`src/hw/rtl/wse_pkg.sv`:
```
// ----------------------------------------------------------------------------
// wse_pkg: shared types and constants of the WAV stream sample extractor
// Holds the chunk tags, the run status codes and the step result record
// that the parser hands to the result register.
// ----------------------------------------------------------------------------
package wse_pkg;

	// Chunk and header tags, first file byte in the top byte
	localparam logic [31:0] TAG_RIFF = 32'h5249_4646;
	localparam logic [31:0] TAG_WAVE = 32'h5741_5645;
	localparam logic [31:0] TAG_FMT  = 32'h666D_7420;
	localparam logic [31:0] TAG_DATA = 32'h6461_7461;

	// Run status codes
	localparam logic [2:0] ST_OK         = 3'd0;
	localparam logic [2:0] ST_BAD_RIFF   = 3'd1;
	localparam logic [2:0] ST_BAD_WAVE   = 3'd2;
	localparam logic [2:0] ST_NO_FMT     = 3'd3;
	localparam logic [2:0] ST_BAD_DEPTH  = 3'd4;
	localparam logic [2:0] ST_NO_DATA    = 3'd5;
	localparam logic [2:0] ST_ZERO_CHANS = 3'd6;
	localparam logic [2:0] ST_TRUNCATED  = 3'd7;

	// One result request
	typedef struct packed {
		logic        sample_valid;
		logic [31:0] sample_value;
		logic        sample_is_float;
		logic        run_done;
		logic [2:0]  status;
	} step_res_t;

endpackage

```
`src/hw/rtl/wse_parser.sv`:
```
// ----------------------------------------------------------------------------
// wse_parser: byte register and RIFF/WAVE chunk walker
// Registers each accepted byte, then in one pass updates the parse state and
// forms the result request (sample and/or end of run) for that byte.
// ----------------------------------------------------------------------------
module wse_parser (
	input  logic                clk,
	input  logic                arst_n,
	input  logic                byte_valid,
	output logic                byte_stall,
	input  logic [7:0]          in_byte,
	input  logic                end_of_file,
	input  logic                res_ready,
	output logic                res_load,
	output wse_pkg::step_res_t  res
);
	import wse_pkg::*;

	typedef enum logic [2:0] {
		PH_RIFF, PH_SIZE, PH_WAVE, PH_HEAD, PH_FMT, PH_SKIP, PH_DATA, PH_DONE
	} phase_t;

	// input register
	logic        valid_s1;
	logic [7:0]  byte_s1;
	logic        eof_s1;

	// parse state
	phase_t      phase_q,  phase_d;
	logic [3:0]  fcnt_q,   fcnt_d;
	logic [31:0] brem_q,   brem_d;
	logic [31:0] tag_q,    tag_d;
	logic [31:0] clen_q,   clen_d;
	logic        fmt_q,    fmt_d;
	logic [15:0] chans_q,  chans_d;
	logic [15:0] bits_q,   bits_d;
	logic [17:0] fpos_q,   fpos_d;
	logic [31:0] asm_q,    asm_d;

	logic        step;
	logic        accept;
	logic [3:0]  fcnt_inc;
	logic [31:0] brem_dec;
	logic [31:0] fmt_off;
	logic [2:0]  sbytes;
	logic [17:0] fbytes;
	logic [17:0] fbytes_rest;
	logic [17:0] fpos_inc;
	logic        depth_ok;
	logic        s_valid;
	logic [31:0] s_value;
	logic        s_float;
	logic        done;
	logic [2:0]  stat;

	// a byte is processed when the result register can take its request
	assign step       = valid_s1 && res_ready;
	assign byte_stall = valid_s1 && !res_ready;
	assign accept     = byte_valid && !byte_stall;

	// input register
	always_ff @(posedge clk or negedge arst_n) begin
		if (!arst_n) begin
			valid_s1 <= 1'b0;
		end else if (accept) begin
			valid_s1 <= 1'b1;
		end else if (step) begin
			valid_s1 <= 1'b0;
		end
	end

	always_ff @(posedge clk) begin
		if (accept) begin
			byte_s1 <= in_byte;
			eof_s1  <= end_of_file;
		end
	end

	// shared arithmetic
	assign fcnt_inc    = fcnt_q + 4'd1;
	assign brem_dec    = brem_q - 32'd1;
	assign fmt_off     = clen_q - brem_q;
	assign sbytes      = bits_q[5:3];
	assign fbytes      = {2'b00, chans_q} * {15'd0, sbytes};
	assign fbytes_rest = fbytes - {15'd0, sbytes};
	assign fpos_inc    = fpos_q + 18'd1;
	assign depth_ok    = (bits_q == 16'd16) || (bits_q == 16'd24) || (bits_q == 16'd32);

	// next state and result for the byte in the input register
	always_comb begin
		phase_d = phase_q;
		fcnt_d  = fcnt_q;
		brem_d  = brem_q;
		tag_d   = tag_q;
		clen_d  = clen_q;
		fmt_d   = fmt_q;
		chans_d = chans_q;
		bits_d  = bits_q;
		fpos_d  = fpos_q;
		asm_d   = asm_q;
		s_valid = 1'b0;
		s_value = 32'd0;
		s_float = 1'b0;
		done    = 1'b0;
		stat    = ST_OK;

		unique case (phase_q)
			PH_RIFF, PH_WAVE: begin
				tag_d  = {tag_q[23:0], byte_s1};
				fcnt_d = fcnt_inc;
				if (fcnt_inc == 4'd4) begin
					fcnt_d = 4'd0;
					if (phase_q == PH_RIFF) begin
						if (tag_d == TAG_RIFF) begin
							phase_d = PH_SIZE;
						end else begin
							phase_d = PH_DONE;
							done    = 1'b1;
							stat    = ST_BAD_RIFF;
						end
					end else begin
						if (tag_d == TAG_WAVE) begin
							phase_d = PH_HEAD;
						end else begin
							phase_d = PH_DONE;
							done    = 1'b1;
							stat    = ST_BAD_WAVE;
						end
					end
				end
			end
			PH_SIZE: begin
				fcnt_d = fcnt_inc;
				if (fcnt_inc == 4'd4) begin
					fcnt_d  = 4'd0;
					phase_d = PH_WAVE;
				end
			end
			PH_HEAD: begin
				if (fcnt_q < 4'd4) begin
					tag_d = {tag_q[23:0], byte_s1};
				end else begin
					clen_d = {byte_s1, clen_q[31:8]};
				end
				fcnt_d = fcnt_inc;
				// header complete: dispatch on the tag
				if (fcnt_inc == 4'd8) begin
					fcnt_d = 4'd0;
					if (tag_d == TAG_FMT) begin
						fmt_d   = 1'b1;
						brem_d  = clen_d;
						phase_d = (clen_d == 32'd0) ? PH_HEAD : PH_FMT;
					end else if (tag_d == TAG_DATA) begin
						if (!fmt_q) begin
							phase_d = PH_DONE;
							done    = 1'b1;
							stat    = ST_NO_FMT;
						end else if (!depth_ok) begin
							phase_d = PH_DONE;
							done    = 1'b1;
							stat    = ST_BAD_DEPTH;
						end else if (chans_q == 16'd0) begin
							phase_d = PH_DONE;
							done    = 1'b1;
							stat    = ST_ZERO_CHANS;
						end else begin
							brem_d = clen_d;
							fpos_d = 18'd0;
							asm_d  = 32'd0;
							if (clen_d == 32'd0) begin
								phase_d = PH_DONE;
								done    = 1'b1;
								stat    = ST_OK;
							end else begin
								phase_d = PH_DATA;
							end
						end
					end else begin
						brem_d  = clen_d;
						fcnt_d  = {3'd0, clen_d[0]};
						phase_d = (clen_d == 32'd0) ? PH_HEAD : PH_SKIP;
					end
				end
			end
			PH_FMT: begin
				tag_d = {byte_s1, tag_q[31:8]};
				if (fmt_off == 32'd3) begin
					chans_d = tag_d[31:16];
				end else if (fmt_off == 32'd15) begin
					bits_d = tag_d[31:16];
				end
				brem_d = brem_dec;
				if (fmt_off >= 32'd15 && brem_q > 32'd1) begin
					// rest of the chunk is skipped
					fcnt_d  = {3'd0, clen_q[0]};
					phase_d = PH_SKIP;
				end else if (brem_dec == 32'd0) begin
					fcnt_d  = {3'd0, clen_q[0]};
					phase_d = clen_q[0] ? PH_SKIP : PH_HEAD;
				end
			end
			PH_SKIP: begin
				if (brem_q != 32'd0) begin
					brem_d = brem_dec;
				end else begin
					fcnt_d = 4'd0;
				end
				if (brem_d == 32'd0 && fcnt_d == 4'd0) begin
					phase_d = PH_HEAD;
				end
			end
			PH_DATA: begin
				brem_d = brem_dec;
				if (fpos_q < {15'd0, sbytes}) begin
					asm_d = {byte_s1, asm_q[31:8]};
					// last byte of channel 0, whole frame still ahead
					if (fpos_q == {15'd0, sbytes} - 18'd1 &&
					    brem_dec >= {14'd0, fbytes_rest}) begin
						s_valid = 1'b1;
						case (sbytes)
							3'd4: begin
								s_value = asm_d;
								s_float = 1'b1;
							end
							3'd2:    s_value = {{8{asm_d[31]}}, asm_d[31:16], 8'h00};
							default: s_value = {{8{asm_d[31]}}, asm_d[31:8]};
						endcase
					end
				end
				fpos_d = (fpos_inc >= fbytes) ? 18'd0 : fpos_inc;
				if (brem_dec == 32'd0) begin
					phase_d = PH_DONE;
					done    = 1'b1;
					stat    = ST_OK;
				end
			end
			PH_DONE: begin
			end
			default: begin
			end
		endcase

		// final byte: close an open run, then rearm
		if (eof_s1) begin
			if (!done && phase_q != PH_DONE) begin
				done = 1'b1;
				if (phase_d == PH_RIFF || phase_d == PH_SIZE) begin
					stat = ST_BAD_RIFF;
				end else if (phase_d == PH_WAVE) begin
					stat = ST_BAD_WAVE;
				end else if (phase_d == PH_DATA) begin
					stat = ST_TRUNCATED;
				end else begin
					stat = ST_NO_DATA;
				end
			end
			phase_d = PH_RIFF;
			fcnt_d  = 4'd0;
			brem_d  = 32'd0;
			tag_d   = 32'd0;
			clen_d  = 32'd0;
			fmt_d   = 1'b0;
			chans_d = 16'd1;
			bits_d  = 16'd16;
			fpos_d  = 18'd0;
			asm_d   = 32'd0;
		end
	end

	// result request
	always_comb begin
		res.sample_valid    = s_valid;
		res.sample_value    = s_value;
		res.sample_is_float = s_float;
		res.run_done        = done;
		res.status          = stat;
	end

	assign res_load = step && (s_valid || done);

	// parse state registers
	always_ff @(posedge clk or negedge arst_n) begin
		if (!arst_n) begin
			phase_q <= PH_RIFF;
			fcnt_q  <= 4'd0;
			brem_q  <= 32'd0;
			tag_q   <= 32'd0;
			clen_q  <= 32'd0;
			fmt_q   <= 1'b0;
			chans_q <= 16'd1;
			bits_q  <= 16'd16;
			fpos_q  <= 18'd0;
			asm_q   <= 32'd0;
		end else if (step) begin
			phase_q <= phase_d;
			fcnt_q  <= fcnt_d;
			brem_q  <= brem_d;
			tag_q   <= tag_d;
			clen_q  <= clen_d;
			fmt_q   <= fmt_d;
			chans_q <= chans_d;
			bits_q  <= bits_d;
			fpos_q  <= fpos_d;
			asm_q   <= asm_d;
		end
	end

endmodule

```
`src/hw/rtl/wse_out_reg.sv`:
```
// ----------------------------------------------------------------------------
// wse_out_reg: result register
// Holds one result request until the sink takes it; frees itself in the
// same cycle that the held request is taken.
// ----------------------------------------------------------------------------
module wse_out_reg (
	input  logic                clk,
	input  logic                arst_n,
	input  logic                res_load,
	input  wse_pkg::step_res_t  res,
	output logic                res_ready,
	output logic                result_valid,
	input  logic                result_stall,
	output logic                sample_valid,
	output logic signed [31:0]  sample_value,
	output logic                sample_is_float,
	output logic                run_done,
	output logic [2:0]          status
);
	import wse_pkg::*;

	logic       valid_q;
	step_res_t  res_q;

	// free when empty or when the held request leaves this cycle
	assign res_ready = !valid_q || !result_stall;

	always_ff @(posedge clk or negedge arst_n) begin
		if (!arst_n) begin
			valid_q <= 1'b0;
		end else if (res_ready) begin
			valid_q <= res_load;
		end
	end

	always_ff @(posedge clk) begin
		if (res_ready && res_load) begin
			res_q <= res;
		end
	end

	assign result_valid    = valid_q;
	assign sample_valid    = res_q.sample_valid;
	assign sample_value    = signed'(res_q.sample_value);
	assign sample_is_float = res_q.sample_is_float;
	assign run_done        = res_q.run_done;
	assign status          = res_q.status;

endmodule

```
`src/hw/rtl/wav_stream_sample_extractor.sv`:
```
// ----------------------------------------------------------------------------
// wav_stream_sample_extractor: RIFF/WAVE byte stream to first-channel samples
// Walks the chunks of a WAV file one byte at a time, captures channel count
// and bit depth from the fmt chunk and emits channel 0 of each whole frame of
// the data chunk, ending every file's run with a status.
//
//   channel   valid / stall               payload
//   input     byte_valid / byte_stall     in_byte, end_of_file
//   result    result_valid / result_stall sample_valid, sample_value,
//                                         sample_is_float, run_done, status
//
// One byte is taken every cycle that byte_stall is low; a byte's result goes
// from the input register through one parse pass into the result register.
// Most bytes give no result; at most one result per byte.
// arst_n clears the parse state to "expecting RIFF tag" and empties both
// registers. A stalled result register holds the byte in the input register
// and raises byte_stall; a new byte is still taken while a finished result
// waits, as long as the sink takes it in that cycle.
// ----------------------------------------------------------------------------
module wav_stream_sample_extractor (
	input  logic               clk,
	input  logic               arst_n,
	input  logic               byte_valid,
	output logic               byte_stall,
	input  logic [7:0]         in_byte,
	input  logic               end_of_file,
	output logic               result_valid,
	input  logic               result_stall,
	output logic               sample_valid,
	output logic signed [31:0] sample_value,
	output logic               sample_is_float,
	output logic               run_done,
	output logic [2:0]         status
);
	import wse_pkg::*;

	logic       res_ready;
	logic       res_load;
	step_res_t  res;

	// chunk walker with its input register
	wse_parser u_parser (
		.clk        (clk),
		.arst_n     (arst_n),
		.byte_valid (byte_valid),
		.byte_stall (byte_stall),
		.in_byte    (in_byte),
		.end_of_file(end_of_file),
		.res_ready  (res_ready),
		.res_load   (res_load),
		.res        (res)
	);

	// result register
	wse_out_reg u_out_reg (
		.clk            (clk),
		.arst_n         (arst_n),
		.res_load       (res_load),
		.res            (res),
		.res_ready      (res_ready),
		.result_valid   (result_valid),
		.result_stall   (result_stall),
		.sample_valid   (sample_valid),
		.sample_value   (sample_value),
		.sample_is_float(sample_is_float),
		.run_done       (run_done),
		.status         (status)
	);

endmodule

```
`config.mk`:
```
export PLATFORM = sky130hd
export DESIGN_NAME = wav_stream_sample_extractor
export DESIGN_NICKNAME = d
export VERILOG_FILES = /design/src/hw/rtl/wse_pkg.sv /design/src/hw/rtl/wse_parser.sv /design/src/hw/rtl/wse_out_reg.sv /design/src/hw/rtl/wav_stream_sample_extractor.sv
export SDC_FILE = /design/constraint.sdc
export NUM_CORES = 1
export LEC_CHECK = 0
export ABC_AREA = 1
export BUFFER_PORTS_ARGS = -buffer_cell sky130_fd_sc_hd__buf_2
export CAP_MARGIN = 30
export CELL_PAD_IN_SITES_DETAIL_PLACEMENT = 1
export CELL_PAD_IN_SITES_GLOBAL_PLACEMENT = 1
export CORE_ASPECT_RATIO = 0.75
export CORE_MARGIN = 2
export CORE_UTILIZATION = 47
export CTS_CLUSTER_SIZE = 16
export DETAILED_ROUTE_END_ITERATION = 10
export PLACE_DENSITY_LB_ADDON = 0.2
export SETUP_SLACK_MARGIN = 0.02
export SLEW_MARGIN = 30
export SYNTH_ARGS = -nofsm -noshare
export SYNTH_HDL_FRONTEND = slang
export SYNTH_SLANG_ARGS = --single-unit
```
`constraint.sdc`:
```
create_clock -name clk -period 8.4 [get_ports clk]
set_input_delay 1.68 -clock clk [delete_from_list [all_inputs] [get_ports clk]]
set_output_delay 1.68 -clock clk [all_outputs]
set_load 0.01 [all_outputs]
```
==> impl_metrics.env <==
export IMPL_relSlewSlack=0.3232
export IMPL_synth_ff_type="dfrtp_1"
export IMPL_ys_types=58
export IMPL_setup_viol=0
export IMPL_synth_area_mux_share=0
export IMPL_clock_sinks=227
export IMPL_clk_pin_slew_ns=0.07
export IMPL_reg2reg_depth=31
export IMPL_cts_setup_buffers=0
export IMPL_dieArea_um2=40570
export IMPL_antenna_found_initial=1
export IMPL_drv_slew=0
export IMPL_cts_tree="done"
export IMPL_synthesis_nets=2782
export IMPL_worstSetupStartpointType="flip-flop"
export IMPL_fmax_ghz=0.1418
export IMPL_tightest_slew_ns=1.014
export IMPL_drt_antenna_violating_nets=0
export IMPL_start_util=0.4778
export IMPL_fin_nets=2794
export IMPL_syn_area_um2=18310
export IMPL_final_layout_size_suffix_gt1_frac=0.06331
export IMPL_yosys_top_cells_area="dfrtp_1 (24%), nand2_1 (14%), inv_1 (8.7%), edfxtp_1 (7.7%), ha_1 (6.7%)"
export IMPL_hp_class="flip-flop to flip-flop"
export IMPL_wirelength_um=71330
export IMPL_synth_most_common_cell="nand2_1"
export IMPL_r2r_start="u_parser.bits_q[5]"
export IMPL_finalPower_mw=3.829
export IMPL_yosys_area_share_simple=0.2807
export IMPL_root_buffer="clkbuf_16"
export IMPL_dr_pass1_iters=5
export IMPL_cts_buffers=25
export IMPL_worst_ep_arrival_time_ns=7.38
export IMPL_rrSetupSlack_ns=1.35
export IMPL_grt_pass1_vias=18770
export IMPL_cts_hold_buf=0
export IMPL_die_w_um=231.9
export IMPL_synth_area_leader_cell="dfrtp_1"
export IMPL_die_y_um=174.9
export IMPL_boundaryPins=53
export IMPL_grt_start_max_net_pins=83
export IMPL_fillCellCount=5031
export IMPL_p_leak_nw=10.34
export IMPL_critPathLaunch="u_parser.bits_q[5]"
export IMPL_cp_end_kind="flip-flop"
export IMPL_worst_setup_path_type="flip-flop to flip-flop"
export IMPL_drc=0
export IMPL_netlist_instances=2654
export IMPL_antenna_cells=0
export IMPL_synth_common_cells="nand2_1 (688), inv_1 (422), nor2_1 (254)"
export IMPL_slowest_stage="dfrtp_1"
export IMPL_yosysTopAreaCellShare=0.2433
export IMPL_multiInputGateArea_um2=10320
export IMPL_crit_fanout=21
export IMPL_hold_slack_ns=0.4879
export IMPL_fin_crit_sh=0.8398
export IMPL_endpoint="u_out_reg.sample_value[2]"
export IMPL_ff_latch_area_um2=5918
export IMPL_grt_pass1_wl_um=111200
export IMPL_synth_edf_count=47
export IMPL_synth_compound_area_share=0.1601
export IMPL_core_area_um2=38320
export IMPL_grt_overflow_total=0
export IMPL_cap_violations=0
export IMPL_status="complete, no violations"
export IMPL_seq_area_frac_synth=0.3232
export IMPL_synth_seq_cells=227
export IMPL_reg2reg_to="u_out_reg.sample_value[2]"
export IMPL_detail_route_iter0_violations=1704
export IMPL_grt_usage=0.3553
export IMPL_rsz0062_at_grt="false"
export IMPL_cts_max_level=1
export IMPL_async_flop_share=0.7930
export IMPL_via_count=18763
export IMPL_setup_tns_ns=0
export IMPL_cts_resized_gates=0
export IMPL_power_density_nw_per_um2=193.1
export IMPL_synth_xor_area_frac=0.03731
export IMPL_placed_cells=3150
export IMPL_row_count=62
export IMPL_syn_area_per_cell_um2=6.899
export IMPL_timing_final_hold_violations=0
export IMPL_synth_top_family_by_area="simple AND/OR/NAND/NOR gates"
export IMPL_io_buffers=52
export IMPL_slowest_delay_ns=0.82
export IMPL_area_growth_pct=8.324
export IMPL_cp_required_ns=8.72
export IMPL_final_cells=3197
export IMPL_max_vdd_ir_drop_v=0.0001549
export IMPL_synth_adder_area_share=0.08556
export IMPL_place_congestion=1.035
export IMPL_vias_per_cell=5.869
export IMPL_yosysWarnings=0
export IMPL_cts_max_path_buffers=3
export IMPL_wire_per_inst_um=22.31
export IMPL_crit_path_frequent_cell="nand2_1"
export IMPL_min_period_ns=7.054
export IMPL_hpwl_um=55800
export IMPL_clock_latency_ns=0.57
export IMPL_finalClockSkew_ns=0.01507
state kept, by name, indices dropped and copies added, names as in the netlist:
register,flops
u_out_reg.sample_value,32
u_parser.brem_q,32
u_parser.clen_q,32
u_parser.tag_q,32
u_parser.asm_q,24
u_parser.fpos_q,18
u_parser.bits_q,16
u_parser.chans_q,16
u_parser.byte_s1,8
u_parser.fcnt_q,4
u_out_reg.status,3
u_parser.phase_q,3
u_out_reg.result_valid,1
u_out_reg.run_done,1
u_out_reg.sample_is_float,1
u_out_reg.sample_valid,1
u_parser.eof_s1,1
u_parser.fmt_q,1
u_parser.valid_s1,1
area by class of cell:
class,instances,share of cell area
Timing Repair Buffer,72,0.02189
Multi-Input combinational cell,1907,0.5206
Inverter,433,0.08195
Clock inverter,15,0.009652
Clock buffer,31,0.03520
Sequential cell,227,0.2984
Tap cell,512,0.03230
power breakdown:
group	switching (mW)	leakage, nW	internal [mW]	total, mW
sequential	0.0897	2.93	1.20	1.29
combinational	0.900	6.98	0.423	1.32
clock	0.523	0.432	0.693	1.22
stage by stage:
step | util | area, um^2 | setup slack [ns]
floorplan | - | 18310 | 2.289
global placement | 0.4935 | 18910 | 1.885
detailed placement | 0.4939 | 18930 | 1.480
CTS | 0.5171 | 19820 | 1.433
global route | 0.5175 | 19830 | 0.7940
finish | 0.5175 | 19830 | 1.346
layer usage:
| layer | GRT usage | wire length [um] | vias to the layer above |
|---|---|---|---|
| met2 | 0.4799 | 27960 | 691 |
| met5 | 0 | 0 | - |
| met3 | 0.1092 | 7256 | 81 |
| met1 | 0.5506 | 34620 | 9226 |
| li1 | - | - | 8765 |
| met4 | 0.06891 | 1498 | 0 |
cell usage in the layout, fill, tap and decap left out, types with 15 or more instances in the layout:
| cell type | Yosys | routed |
|---|---|---|
| a211oi_1 | 19 | 19 |
| a21oi_1 | 77 | 77 |
| a32o_1 | 15 | 15 |
| buf_2 | 22 | 51 |
| buf_4 | 4 | 18 |
| clkbuf_16 | 0 | 25 |
| dfrtp_1 | 178 | 178 |
| edfxtp_1 | 47 | 47 |
| fa_1 | 17 | 17 |
| ha_1 | 98 | 98 |
| inv_1 | 422 | 421 |
| nand2_1 | 688 | 687 |
| nand3_1 | 130 | 130 |
| nand4_1 | 61 | 61 |
| nor2_1 | 254 | 253 |
| nor3_1 | 24 | 24 |
| o21ai_0 | 192 | 192 |
| o21ai_1 | 34 | 34 |
| o22ai_1 | 102 | 102 |
| xnor2_1 | 17 | 17 |
| xor2_1 | 61 | 61 |
critical path, delay by kind of cell (launching register included):
kind,cells,cell delay [ns]
flip-flops,1,0.82
XOR/XNOR,1,0.18
adder cells (fa/ha/maj),4,1.47
buffers and inverters,5,0.62
AO/OA/AOI/OAI,5,0.66
AND/OR/NAND/NOR,16,3.06
worst min-delay path by stage:
stage | depth (start not counted) | from | endpoint
after CTS | 2 | u_parser.bits_q[6] | u_parser.bits_q[6]
after global routing | 2 | u_parser.bits_q[6] | u_parser.bits_q[6]
final | 2 | u_parser.bits_q[6] | u_parser.bits_q[6]
after detailed placement | 2 | u_parser.bits_q[6] | u_parser.bits_q[6]
after global placement | 2 | u_parser.bits_q[13] | u_parser.bits_q[13]
after floorplan | 2 | u_parser.bits_q[1] | u_parser.bits_q[1]
kinds of logic (layout without fill, tap and decap cells):
| group | after synthesis | in the layout |
|---|---|---|
| AND/OR/NAND/NOR | 1213 | 1213 |
| buffers and inverters | 520 | 551 |
| AO/OA/AOI/OAI | 501 | 501 |
| flip-flops | 227 | 227 |
| adder cells (fa/ha/maj) | 115 | 115 |
| XOR/XNOR | 78 | 78 |
Power figures use the tool's default switching activity.
